===== config.mk =====
export PLATFORM = sky130hd
export DESIGN_NAME = sliding_window_event_counter_unit
export DESIGN_NICKNAME = d
export VERILOG_FILES = /design/src/rtl/swec_pkg.sv /design/src/rtl/swec_ram.sv /design/src/rtl/sliding_window_event_counter_unit.sv
export SDC_FILE = /design/constraint.sdc
export NUM_CORES = 2
export LEC_CHECK = 0
export BUFFER_PORTS_ARGS = -buffer_cell sky130_fd_sc_hd__buf_2
export CELL_PAD_IN_SITES_DETAIL_PLACEMENT = 1
export CELL_PAD_IN_SITES_GLOBAL_PLACEMENT = 2
export CORE_UTILIZATION = 49
export CTS_CLUSTER_DIAMETER = 40
export DETAILED_ROUTE_END_ITERATION = 6
export PLACE_DENSITY_LB_ADDON = 0.1
export SKIP_CTS_REPAIR_TIMING = 1
export SLEW_MARGIN = 5
export SYNTH_ARGS = -nofsm -noshare
export SYNTH_HDL_FRONTEND = slang
export SYNTH_HIERARCHICAL = 1
export SYNTH_SLANG_ARGS = --single-unit

===== constraint.sdc =====
create_clock -name clk -period 8.6 [get_ports clk]
set_clock_uncertainty 0.1 [all_clocks]
set_input_delay 1.72 -clock clk [delete_from_list [all_inputs] [get_ports clk]]
set_output_delay 1.72 -clock clk [all_outputs]
set_load 0.05 [all_outputs]

===== src/rtl/swec_pkg.sv =====
package swec_pkg;

  // Field widths of the item payloads
  localparam int unsigned TIME_W   = 32;
  localparam int unsigned COUNT_W  = 16;
  localparam int unsigned BUCKET_W = 32;
  localparam int unsigned TOTAL_W  = 38;

  // Default ring size
  localparam int unsigned NUM_BUCKETS_DEF = 64;

  typedef struct packed {
    logic [TIME_W-1:0]  time_sec;
    logic [COUNT_W-1:0] add_count;
  } in_item_t;

  typedef struct packed {
    logic [TOTAL_W-1:0] window_total;
    logic               rejected;
  } out_item_t;

  // Sequencer states
  typedef enum logic [3:0] {
    ST_INIT,
    ST_IDLE,
    ST_SAME,
    ST_CLASS,
    ST_PLAN,
    ST_SKIP,
    ST_TGT,
    ST_ADD,
    ST_CLEAR,
    ST_PUT,
    ST_DONE
  } state_t;

endpackage


===== src/rtl/swec_ram.sv =====
module swec_ram #(
  parameter int unsigned WIDTH = 32,
  parameter int unsigned DEPTH = 64
) (
  input  logic                     clk,
  input  logic                     we,
  input  logic [$clog2(DEPTH)-1:0] waddr,
  input  logic [WIDTH-1:0]         wdata,
  input  logic                     re,
  input  logic [$clog2(DEPTH)-1:0] raddr,
  output logic [WIDTH-1:0]         rdata
);

  logic [WIDTH-1:0] mem [DEPTH];

  // One write port, one registered read port; read data holds without re
  always_ff @(posedge clk) begin
    if (we) begin
      mem[waddr] <= wdata;
    end
    if (re) begin
      rdata <= mem[raddr];
    end
  end

endmodule


===== src/rtl/sliding_window_event_counter_unit.sv =====
// Per-second sliding-window event counter. Each input item carries a time in
// seconds and an event count; the result item gives the window total after the
// update, or the unchanged total with rejected set when time went backwards.
// Buckets live in one synchronous RAM of NUM_BUCKETS words, read-modify-write.
// An item in the same second as the last one is handled by a read, then an
// update and write back. A forward step of g seconds with g < NUM_BUCKETS
// does one RAM read and write per skipped bucket before the target bucket.
// A step of NUM_BUCKETS or more runs a sweep that zeroes the RAM while the
// target slot is worked out by reciprocal multiplication at its start:
// quotient estimate, remainder estimate, then correction.
// A backwards time goes straight from classification to the result. After
// reset the RAM is cleared by the same sweep, during which in_ready stays
// low. A finished result sits in an output register so the next item can be
// taken while it waits.
module sliding_window_event_counter_unit #(
  parameter int unsigned NUM_BUCKETS = swec_pkg::NUM_BUCKETS_DEF
) (
  input  logic                clk,
  input  logic                rst,
  input  logic                in_valid,
  output logic                in_ready,
  input  swec_pkg::in_item_t  in_item,
  output logic                out_valid,
  input  logic                out_ready,
  output swec_pkg::out_item_t out_item
);

  import swec_pkg::*;

  localparam int unsigned SLOT_W    = $clog2(NUM_BUCKETS);
  localparam int unsigned CLEAR_LEN = (NUM_BUCKETS > 4) ? NUM_BUCKETS : 4;
  localparam int unsigned STEP_W    = $clog2(CLEAR_LEN);
  localparam int unsigned RECIP_SH  = TIME_W - 1 + SLOT_W;

  localparam logic [SLOT_W-1:0]  SLOT_LAST = SLOT_W'(NUM_BUCKETS - 1);
  localparam logic [SLOT_W:0]    SLOT_N    = (SLOT_W+1)'(NUM_BUCKETS);
  localparam logic [STEP_W:0]    STEP_N    = (STEP_W+1)'(NUM_BUCKETS);
  localparam logic [STEP_W-1:0]  STEP_LAST = STEP_W'(CLEAR_LEN - 1);
  localparam logic [TIME_W-1:0]  TIME_N    = TIME_W'(NUM_BUCKETS);
  localparam logic [TIME_W-1:0]  RECIP     =
    TIME_W'((64'd1 << RECIP_SH) / 64'(NUM_BUCKETS));
  localparam logic [TOTAL_W-1:0] TOTAL_MAX = '1;

  // Saturating total arithmetic
  function automatic logic [TOTAL_W-1:0] total_add(
    input logic [TOTAL_W-1:0]  a,
    input logic [BUCKET_W-1:0] b
  );
    logic [TOTAL_W:0] s;
    s = {1'b0, a} + (TOTAL_W+1)'(b);
    return s[TOTAL_W] ? TOTAL_MAX : s[TOTAL_W-1:0];
  endfunction

  function automatic logic [TOTAL_W-1:0] total_sub(
    input logic [TOTAL_W-1:0]  a,
    input logic [BUCKET_W-1:0] b
  );
    logic [TOTAL_W:0] d;
    d = {1'b0, a} - (TOTAL_W+1)'(b);
    return d[TOTAL_W] ? '0 : d[TOTAL_W-1:0];
  endfunction

  // Registers
  state_t              state, state_next;
  in_item_t            item, item_next;
  logic [TIME_W-1:0]   last_sec, last_sec_next;
  logic [SLOT_W-1:0]   last_slot, last_slot_next;
  logic [TOTAL_W-1:0]  total, total_next;
  logic [SLOT_W-1:0]   gap, gap_next;
  logic [SLOT_W-1:0]   target, target_next;
  logic [SLOT_W-1:0]   walk, walk_next;
  logic [STEP_W-1:0]   step, step_next;
  logic [SLOT_W-1:0]   rem, rem_next;
  logic [TIME_W-1:0]   quot, quot_next;
  logic [SLOT_W:0]     rem_wide, rem_wide_next;
  logic                rej, rej_next;
  logic                out_valid_next;
  out_item_t           out_item_next;

  // RAM port
  logic                ram_we, ram_re;
  logic [SLOT_W-1:0]   ram_waddr, ram_raddr;
  logic [BUCKET_W-1:0] ram_wdata, ram_rdata;

  // Combinational helpers
  logic                accept, out_free;
  logic [BUCKET_W:0]   grown;
  logic [BUCKET_W-1:0] same_bucket, same_delta;
  logic [TIME_W:0]     diff;
  logic                gap_small;
  logic [SLOT_W:0]     tgt_sum;
  logic [SLOT_W-1:0]   tgt_slot, first_skip;
  logic                step_in_ring;
  logic [2*TIME_W-1:0] recip_prod;
  logic [TIME_W-1:0]   quot_prod, rem_diff;

  swec_ram #(
    .WIDTH (BUCKET_W),
    .DEPTH (NUM_BUCKETS)
  ) u_bucket_ram (
    .clk   (clk),
    .we    (ram_we),
    .waddr (ram_waddr),
    .wdata (ram_wdata),
    .re    (ram_re),
    .raddr (ram_raddr),
    .rdata (ram_rdata)
  );

  assign accept   = in_valid && in_ready;
  assign out_free = !out_valid || out_ready;

  // Same-second update: saturate bucket, total grows by what the bucket grew
  assign grown       = {1'b0, ram_rdata} + (BUCKET_W+1)'(item.add_count);
  assign same_bucket = grown[BUCKET_W] ? '1 : grown[BUCKET_W-1:0];
  assign same_delta  = grown[BUCKET_W] ? ~ram_rdata : BUCKET_W'(item.add_count);

  // Time step classification
  assign diff      = {1'b0, item.time_sec} - {1'b0, last_sec};
  assign gap_small = diff[TIME_W-1:0] < TIME_N;

  // Target slot and first skipped slot, modulo the ring size
  assign tgt_sum    = {1'b0, last_slot} + {1'b0, gap};
  assign tgt_slot   = (tgt_sum >= SLOT_N) ? SLOT_W'(tgt_sum - SLOT_N) : tgt_sum[SLOT_W-1:0];
  assign first_skip = (last_slot == SLOT_LAST) ? '0 : last_slot + 1'b1;

  // Sweep: zero the ring; time modulo ring size by reciprocal multiplication,
  // the quotient estimate is at most one low so one correction suffices
  assign step_in_ring = {1'b0, step} < STEP_N;
  assign recip_prod   = {{TIME_W{1'b0}}, item.time_sec} * {{TIME_W{1'b0}}, RECIP};
  assign quot_prod    = quot * TIME_N;
  assign rem_diff     = item.time_sec - quot_prod;

  // Next state
  always_comb begin
    state_next = state;
    case (state)
      ST_INIT: begin
        if (step == STEP_LAST) begin
          state_next = ST_IDLE;
        end
      end
      ST_IDLE: begin
        if (accept) begin
          state_next = (in_item.time_sec == last_sec) ? ST_SAME : ST_CLASS;
        end
      end
      ST_SAME: begin
        if (out_free) begin
          state_next = ST_IDLE;
        end
      end
      ST_CLASS: begin
        if (diff[TIME_W]) begin
          state_next = ST_DONE;
        end else if (gap_small) begin
          state_next = ST_PLAN;
        end else begin
          state_next = ST_CLEAR;
        end
      end
      ST_PLAN: begin
        state_next = (first_skip == tgt_slot) ? ST_TGT : ST_SKIP;
      end
      ST_SKIP: begin
        if (walk_next == target) begin
          state_next = ST_TGT;
        end
      end
      ST_TGT:   state_next = ST_ADD;
      ST_ADD:   state_next = ST_DONE;
      ST_CLEAR: begin
        if (step == STEP_LAST) begin
          state_next = ST_PUT;
        end
      end
      ST_PUT:   state_next = ST_DONE;
      ST_DONE: begin
        if (out_free) begin
          state_next = ST_IDLE;
        end
      end
      default:  state_next = ST_INIT;
    endcase
  end

  // Handshake outputs
  always_comb begin
    in_ready = (state == ST_IDLE);
  end

  // Datapath and RAM control
  always_comb begin
    item_next      = item;
    last_sec_next  = last_sec;
    last_slot_next = last_slot;
    total_next     = total;
    gap_next       = gap;
    target_next    = target;
    walk_next      = walk;
    step_next      = step;
    rem_next       = rem;
    quot_next      = quot;
    rem_wide_next  = rem_wide;
    rej_next       = rej;
    out_valid_next = out_valid && !out_ready;
    out_item_next  = out_item;
    ram_we         = 1'b0;
    ram_waddr      = last_slot;
    ram_wdata      = '0;
    ram_re         = 1'b0;
    ram_raddr      = last_slot;

    case (state)
      ST_INIT: begin
        ram_we    = step_in_ring;
        ram_waddr = step[SLOT_W-1:0];
        step_next = (step == STEP_LAST) ? '0 : step + 1'b1;
      end
      ST_IDLE: begin
        // Read the current bucket at once: used when the second is unchanged
        if (accept) begin
          item_next = in_item;
          ram_re    = 1'b1;
          ram_raddr = last_slot;
        end
      end
      ST_SAME: begin
        if (out_free) begin
          ram_we                     = 1'b1;
          ram_waddr                  = last_slot;
          ram_wdata                  = same_bucket;
          total_next                 = total_add(total, same_delta);
          out_valid_next             = 1'b1;
          out_item_next.window_total = total_add(total, same_delta);
          out_item_next.rejected     = 1'b0;
        end
      end
      ST_CLASS: begin
        rej_next  = diff[TIME_W];
        gap_next  = diff[SLOT_W-1:0];
        step_next = '0;
        rem_next  = '0;
      end
      ST_PLAN: begin
        target_next = tgt_slot;
        walk_next   = first_skip;
        ram_re      = 1'b1;
        ram_raddr   = first_skip;
      end
      ST_SKIP: begin
        // Drop one skipped bucket from the total and zero it
        ram_we     = 1'b1;
        ram_waddr  = walk;
        ram_wdata  = '0;
        total_next = total_sub(total, ram_rdata);
        walk_next  = (walk == SLOT_LAST) ? '0 : walk + 1'b1;
        ram_re     = 1'b1;
        ram_raddr  = walk_next;
      end
      ST_TGT: begin
        ram_we     = 1'b1;
        ram_waddr  = target;
        ram_wdata  = BUCKET_W'(item.add_count);
        total_next = total_sub(total, ram_rdata);
      end
      ST_ADD: begin
        total_next     = total_add(total, BUCKET_W'(item.add_count));
        last_sec_next  = item.time_sec;
        last_slot_next = target;
      end
      ST_CLEAR: begin
        ram_we    = step_in_ring;
        ram_waddr = step[SLOT_W-1:0];
        // Quotient estimate, remainder estimate, then final correction
        if (step == '0) begin
          quot_next = TIME_W'(recip_prod >> RECIP_SH);
        end
        if (step == STEP_W'(1)) begin
          rem_wide_next = rem_diff[SLOT_W:0];
        end
        if (step == STEP_W'(2)) begin
          rem_next = (rem_wide >= SLOT_N) ? SLOT_W'(rem_wide - SLOT_N)
                                          : rem_wide[SLOT_W-1:0];
        end
        step_next = (step == STEP_LAST) ? '0 : step + 1'b1;
      end
      ST_PUT: begin
        ram_we         = 1'b1;
        ram_waddr      = rem;
        ram_wdata      = BUCKET_W'(item.add_count);
        total_next     = TOTAL_W'(item.add_count);
        last_sec_next  = item.time_sec;
        last_slot_next = rem;
      end
      ST_DONE: begin
        if (out_free) begin
          out_valid_next             = 1'b1;
          out_item_next.window_total = total;
          out_item_next.rejected     = rej;
        end
      end
      default: begin
        step_next = '0;
      end
    endcase
  end

  // Control state
  always_ff @(posedge clk) begin
    if (rst) begin
      state     <= ST_INIT;
      step      <= '0;
      last_sec  <= '0;
      last_slot <= '0;
      total     <= '0;
      out_valid <= 1'b0;
    end else begin
      state     <= state_next;
      step      <= step_next;
      last_sec  <= last_sec_next;
      last_slot <= last_slot_next;
      total     <= total_next;
      out_valid <= out_valid_next;
    end
  end

  // Payload and work registers
  always_ff @(posedge clk) begin
    item     <= item_next;
    gap      <= gap_next;
    target   <= target_next;
    walk     <= walk_next;
    rem      <= rem_next;
    quot     <= quot_next;
    rem_wide <= rem_wide_next;
    rej      <= rej_next;
    out_item <= out_item_next;
  end

endmodule

Yosys cells after proc, flatten, opt, wreduce, memory -nomap -nowiden

Memory sizes are Yosys's and may differ from the RTL's. A register that Yosys moved wholly into a read port is not among the register bits.
Cells that the tools add are included.

Flip-flop bits (word level): 207
Latch bits: 0
Memory bits (writable): 2048
Bits in read-only memories: 0
Input port bits: 52
Memories kept: 1

Add/subtract/negate cells: 12
Multiply operators: 0
Divide/modulo/power cells: 0
Order comparisons: 3
Equal/unequal tests: 26
Shift operators: 0
Muxes and demuxes: 42
Bitwise logic cells: 1
Reductions and logical operators: 26

Memory list:

| memory           | depth | width | rd ports | clocked after Yosys merged registers in | wr ports | RTL line       | text |
|---|---|---|---|---|---|---|---|
| u_bucket_ram.mem | 64    | 32    | 1        | 1                                       | 1        | swec_ram.sv:14 | `logic [WIDTH-1:0] mem [DEPTH];` |

Operator list:

| cell                                                      | count |
|---|---|
| 2-to-1 mux 38 bit                                         | 4 |
| case mux 38 bit (4 select lines)                          | 1 |
| 2-to-1 mux 32 bit                                         | 3 |
| 2-to-1 mux 39 bit                                         | 2 |
| case mux 39 bit (2 select lines)                          | 1 |
| case mux 32 bit (2 select lines)                          | 1 |
| case mux 6 bit (2 select lines)                           | 5 |
| adder 38 x 16 -> 39 bit                                   | 1 |
| adder 38 x 32 -> 39 bit                                   | 1 |
| subtractor 38 x 32 -> 39 bit                              | 1 |
| 2-to-1 mux 6 bit                                          | 6 |
| case mux 4 bit (9 select lines)                           | 1 |
| adder 32 x 16 -> 33 bit                                   | 1 |
| subtractor 32 x 32 -> 33 bit                              | 1 |
| equality test 32 bit                                      | 1 |
| < comparator 32 x 7 -> 1 bit (second input constant)      | 1 |
| inverter 32 bit                                           | 1 |
| 2-to-1 mux 4 bit                                          | 7 |
| case mux 6 bit (4 select lines)                           | 1 |
| adder 6 x 1 -> 6 bit (second input constant)              | 3 |
| equality test 6 bit (second input constant)               | 3 |
| equality test 4 x 3 -> 1 bit (second input constant)      | 4 |
| greater-or-equal comparator 7 bit (second input constant) | 2 |
| equality test 4 bit (second input constant)               | 3 |
| 26 further kinds                                          | 55 |

Longest topological paths before layout

Depth in word-level cells: 6
Depth in mapped cells: 27

By module

The synthesis kept the hierarchy.

By module, submodules not included:

| module                            | instances | cells each | area each (um^2) | seq. area each (um^2) |
|---|---|---|---|---|
| swec_ram                          | 1         | 3324       | 78835.6          | 62459.9 |
| sliding_window_event_counter_unit | 1         | 2299       | 18132.4          | 5225.0 |

Least setup slack after synthesis

No wires, ideal clock.

Path kind: in2reg
From: input port out_ready
To: memory u_bucket_ram.mem[0][14], data pin
Data arrival time: 6660 ps
Setup slack: 832 ps
Cell stages on the path: 5
Cell sequence: nor2b_1 > or3_1 > or2_0 > clkbuf_1 > o311ai_0

Longest elaborated chain between the ends: 3

Ends and longest elaborated chain:

| element                          | RTL line                                 | text |
|---|---|---|
| start: declaration               | sliding_window_event_counter_unit.sv:24  | `input logic out_ready,` |
| logical OR 1 bit                 | sliding_window_event_counter_unit.sv:111 | `assign out_free = !out_valid \|\| out_ready;` |
| 2-to-1 mux 32 bit                | sliding_window_event_counter_unit.sv:229 | `if (out_free) begin` |
| case mux 32 bit (2 select lines) | sliding_window_event_counter_unit.sv:214 | `case (state)` |
| via ram_wdata[14]                | sliding_window_event_counter_unit.sv:83  | `logic [BUCKET_W-1:0] ram_wdata, ram_rdata;` |
| end: declaration                 | swec_ram.sv:14                           |  |

The timed path passes the listed nets, and every way through them passes these cells.

Final worst setup path

From: register item[0] in the netlist's numbering
To: register total[33]

Longest elaborated chain between the ends: 6

Ends and longest elaborated chain:

| element                            | RTL line                                 | text |
|---|---|---|
| start: declaration                 | sliding_window_event_counter_unit.sv:65  | `in_item_t item, item_next;` |
| start signal: assignment           | sliding_window_event_counter_unit.sv:330 | `item <= item_next;` |
| adder 32 x 16 -> 33 bit            | sliding_window_event_counter_unit.sv:114 | `assign grown = {1'b0, ram_rdata} + (BUCKET_W+1)'(item.add_count);` |
| 2-to-1 mux 32 bit                  | sliding_window_event_counter_unit.sv:116 | `assign same_delta = grown[BUCKET_W] ? ~ram_rdata : BUCKET_W'(item.add_count);` |
| adder 38 x 32 -> 39 bit            | sliding_window_event_counter_unit.sv:50  | `s = {1'b0, a} + (TOTAL_W+1)'(b);` |
| 2-to-1 mux 38 bit                  | sliding_window_event_counter_unit.sv:51  | `return s[TOTAL_W] ? TOTAL_MAX : s[TOTAL_W-1:0];` |
| 2-to-1 mux 38 bit                  | sliding_window_event_counter_unit.sv:229 |  |
| case mux 38 bit (4 select lines) * | sliding_window_event_counter_unit.sv:214 |  |
| end signal: assignment             | sliding_window_event_counter_unit.sv:323 | `total <= total_next;` |
| end: declaration                   | sliding_window_event_counter_unit.sv:68  | `logic [TOTAL_W-1:0] total, total_next;` |

Mark *: on every way between the ends. The rest lies on a longest branch, timed or not. The select of a mux whose other input is x is not followed.
A chain may end at the register's enable or synchronous reset.

==> qor.txt <==
STATUS
------------------------------------------------------------------------------------------
Outcome                                                                       finished, final reports clean

SYNTHESIS
------------------------------------------------------------------------------------------
Mean post-synth cell area                                                        17.24 µm²
Main area contributors after synthesis                                        edfxtp_1 (68%), mux4_2 (13%), dfxtp_1 (1.9%)
Fraction of the yosys area taken by sequential cells                                0.6980
Post-Synthesis Cells                                                                 5,623
Mapped Area                                                                    0.09697 mm²
Number of flops mapped to enable cells by yosys                                      2,192
Count of warnings emitted by yosys                                                       6
Proportion of register bits with asynchronous set or reset after synthesis               0
Top FF cell, synth                                                                edfxtp_1
Top cell type by total area after synthesis                                       edfxtp_1
Fraction of synthesized cell area taken by the top area cell type                   0.6788
Flip-flop and latch count after synthesis                                            2,285
Count of cell types in the netlist                                                     103

CLOCK NETWORK
------------------------------------------------------------------------------------------
CTS Root Buffer Type                                                             clkbuf_16
H-tree level count                                                                       5
Total number of clock tree sinks                                                     2,285
CTS buffer count                                                                       350
Deepest clock path buffer count                                                          4
Clock network latency to the later pin of the worst-skew pair                      0.97 ns
Clock edge transition at the registers on the reported setup and hold paths        0.05 ns
Clock tree from TritonCTS                                                              yes

GLOBAL ROUTING
------------------------------------------------------------------------------------------
Number of antenna violations at the first check in global routing                        7
Largest net degree at the start of global routing                                      102
Total Routing Usage GR                                                              0.2867
First-pass GRT wire length                                                      409,300 µm
Leftover overflow at the end of global routing                                           0
Via count of the first global-routing pass                                          57,300

LAYOUT
------------------------------------------------------------------------------------------
Fraction of final layout cells sized beyond drive strength 1                        0.2433
Design area                                                                     0.1133 mm²
Commonest non-fill, non-tap cell in the layout                                    edfxtp_1
Highest-count cells in the layout ignoring fill and taps                      edfxtp_1 (2,192), mux4_2 (544), clkbuf_16 (357)
Area growth, synth to finish                                                        16.84%
Fillers                                                                             17,340
Number of nets in the layout                                                         6,153

STA
------------------------------------------------------------------------------------------
Fmax achieved                                                                    125.7 MHz
Setup repair after global routing missed its margin                                     no
Final setup vio count                                                                    0
Final Critical Period                                                             7.952 ns
Final period utilization                                                            0.9247
Final sum of negative setup slack                                                     0 ns
Worst-Margin Slew                                                                 1.383 ns
WHS                                                                              0.3754 ns
Number of hold-slack violations in the final timing report                               0
Worst max-slew margin expressed relative to the limit                              0.07768
Max Transition Viols Final                                                               0

FLOW RUN
------------------------------------------------------------------------------------------
Count of maximum capacitance violations                                                  0

CRITICAL PATH
------------------------------------------------------------------------------------------
Critical-path maximum fanout                                                            17
Critical path required time                                                        9.23 ns
Worst reg2reg setup slack                                                          0.65 ns
Type of destination of the critical path                                              flop
Worst Setup Start Kind                                                                flop
Critical setup path kind                                                        reg -> reg
Arrival time of the worst setup path                                               8.58 ns

POWER
------------------------------------------------------------------------------------------
Static leakage power                                                              33.52 nW
Power density over the cells                                                  251.1 mW/mm²
Highest ir drop seen on vdd                                                      0.2912 mV

DIE
------------------------------------------------------------------------------------------
Area enclosed by the die boundary                                               0.1997 mm²
Standard cell core area                                                         0.1958 mm²
Number of ports placed on the die boundary                                              93
Die height                                                                        446.9 µm
Floorplan die width                                                               446.9 µm
Starting density of the core                                                        0.4952
Number of standard-cell rows in the floorplan                                          162

DETAILED ROUTING
------------------------------------------------------------------------------------------
DRC                                                                                      0
Detailed Routing Iterations Pass 1                                                       6
WL per Instance                                                                   32.22 µm
Iteration-0 DRC count of the detailed router                                         5,676
Number of vias per cell after detailed routing                                       6.309
Sum of routed wire length over all layers                                       285,200 µm
Number of nets with antenna violations after routing                                     0
Routed vias                                                                         55,850

PLACED DESIGN
------------------------------------------------------------------------------------------
Final Wtd Congestion                                                                0.8671
Port buffer count                                                                       92
Instance area after placement                                                   0.1017 mm²
HPWL after DPL                                                                  170,900 µm

HOLD PATH
------------------------------------------------------------------------------------------
HP Class                                                                        reg -> reg

==> through the flow <==
step           worst slack (ns)  total power [mW]  instances    util
2_1_floorplan            0.8316             13.78       5638       -
3_3_place_gp              1.058             14.54       8227  0.5192
3_5_place_dp             0.8186             14.59       8228  0.5193
4_1_cts                  0.7552             28.64       8848  0.5786
5_1_grt                  0.2668             29.16       8848  0.5786
6_report                 0.6475             28.45       8851  0.5787
==> sequential cells by signal, indices dropped and copies added, names as in the netlist, 4 cells and up <==
name and cells:
gap 6, item 48, last_sec 32, last_slot 6, out_item 39, rem 6, rem_wide 6, state 4
step 6, target 6, total 38, u_bucket_ram/mem 2048, u_bucket_ram/rdata 32, walk 6
==> cells by family after synthesis <==
group / synth area share
simple gates: 0.04834
mux: 0.1375
compound gates: 0.06281
fa+ha+maj: 0.01917
other cells: 0.00003867
flops: 0.6980
xor+xnor: 0.01552
buf+inv: 0.01857
==> where the power goes <==
part / internal (mW) / switching (mW)
registers: 12.6 / 0.138
clock network: 8.88 / 5.18
logic: 0.507 / 1.18
==> synthesized netlist by cell type, types with 91 or more instances <==
library cell and instances:
dfxtp_1 93, inv_1 110, ha_1 139, nor2_1 333, mux2i_1 105, nand2_1 292
clkbuf_1 169, o21ai_0 164, o22ai_1 91, mux4_2 544, edfxtp_1 2192, a21oi_1 302
==> area by class of cell <==
| cell class | instances | area [µm²] | share of cell area |
|---|---|---|---|
| sequential | 2285 | 67680 | 0.5974 |
| clock inverter | 225 | 2511 | 0.02216 |
| multi-input combinational | 2940 | 28360 | 0.2503 |
| clock buffer | 395 | 9096 | 0.08028 |
| tap | 2624 | 3283 | 0.02898 |
| inverter | 111 | 416.7 | 0.003677 |
| antenna | 3 | 7.507 | 0.00006626 |
| timing repair buffer | 268 | 1942 | 0.01714 |
==> critical path: stages (launching register included) <==
cell and delay, ns:
edfxtp_1 0.45, ha_1 0.27, fa_1 0.41, a21o_1 0.20, a21o_1 0.21, a21oi_1 0.23, o21ai_1 0.19, o41ai_1 0.78
o31ai_2 0.38, nand4_1 0.54, buf_4 0.32, o21ai_0 0.15, ha_1 0.25, a21oi_1 0.19, nor3b_1 0.08, a2111oi_1 0.73
a211oi_2 0.25, o211ai_1 0.36, and2_1 0.31, nand2b_1 0.47, buf_4 0.26, a31oi_1 0.12, nor4b_1 0.39, a2111oi_1 0.11
==> worst paths after layout <==
kind	cells past startpoint	endpoint	startpoint
setup / recovery	23	total[33]$_SDFFE_PP0P_	item[0]$_DFFE_PP_
hold / removal	2	last_sec[7]$_SDFFE_PP0P_	last_sec[7]$_SDFFE_PP0P_
setup reg to reg	23	total[33]$_SDFFE_PP0P_	item[0]$_DFFE_PP_
hold reg to reg	2	last_sec[7]$_SDFFE_PP0P_	last_sec[7]$_SDFFE_PP0P_
==> routing by layer <==
metal / share of wire / up-vias / wire, µm / global-route usage
li1: - / 23480 / - / -
met1: 0.43 / 29590 / 122100 / 0.4160
met2: 0.47 / 2324 / 133000 / 0.4475
met3: 0.074 / 451 / 21160 / 0.04375
met4: 0.032 / 2 / 9027 / 0.09361
met5: 0.000046 / - / 13 / 0
(Power assumes the default switching activity.)
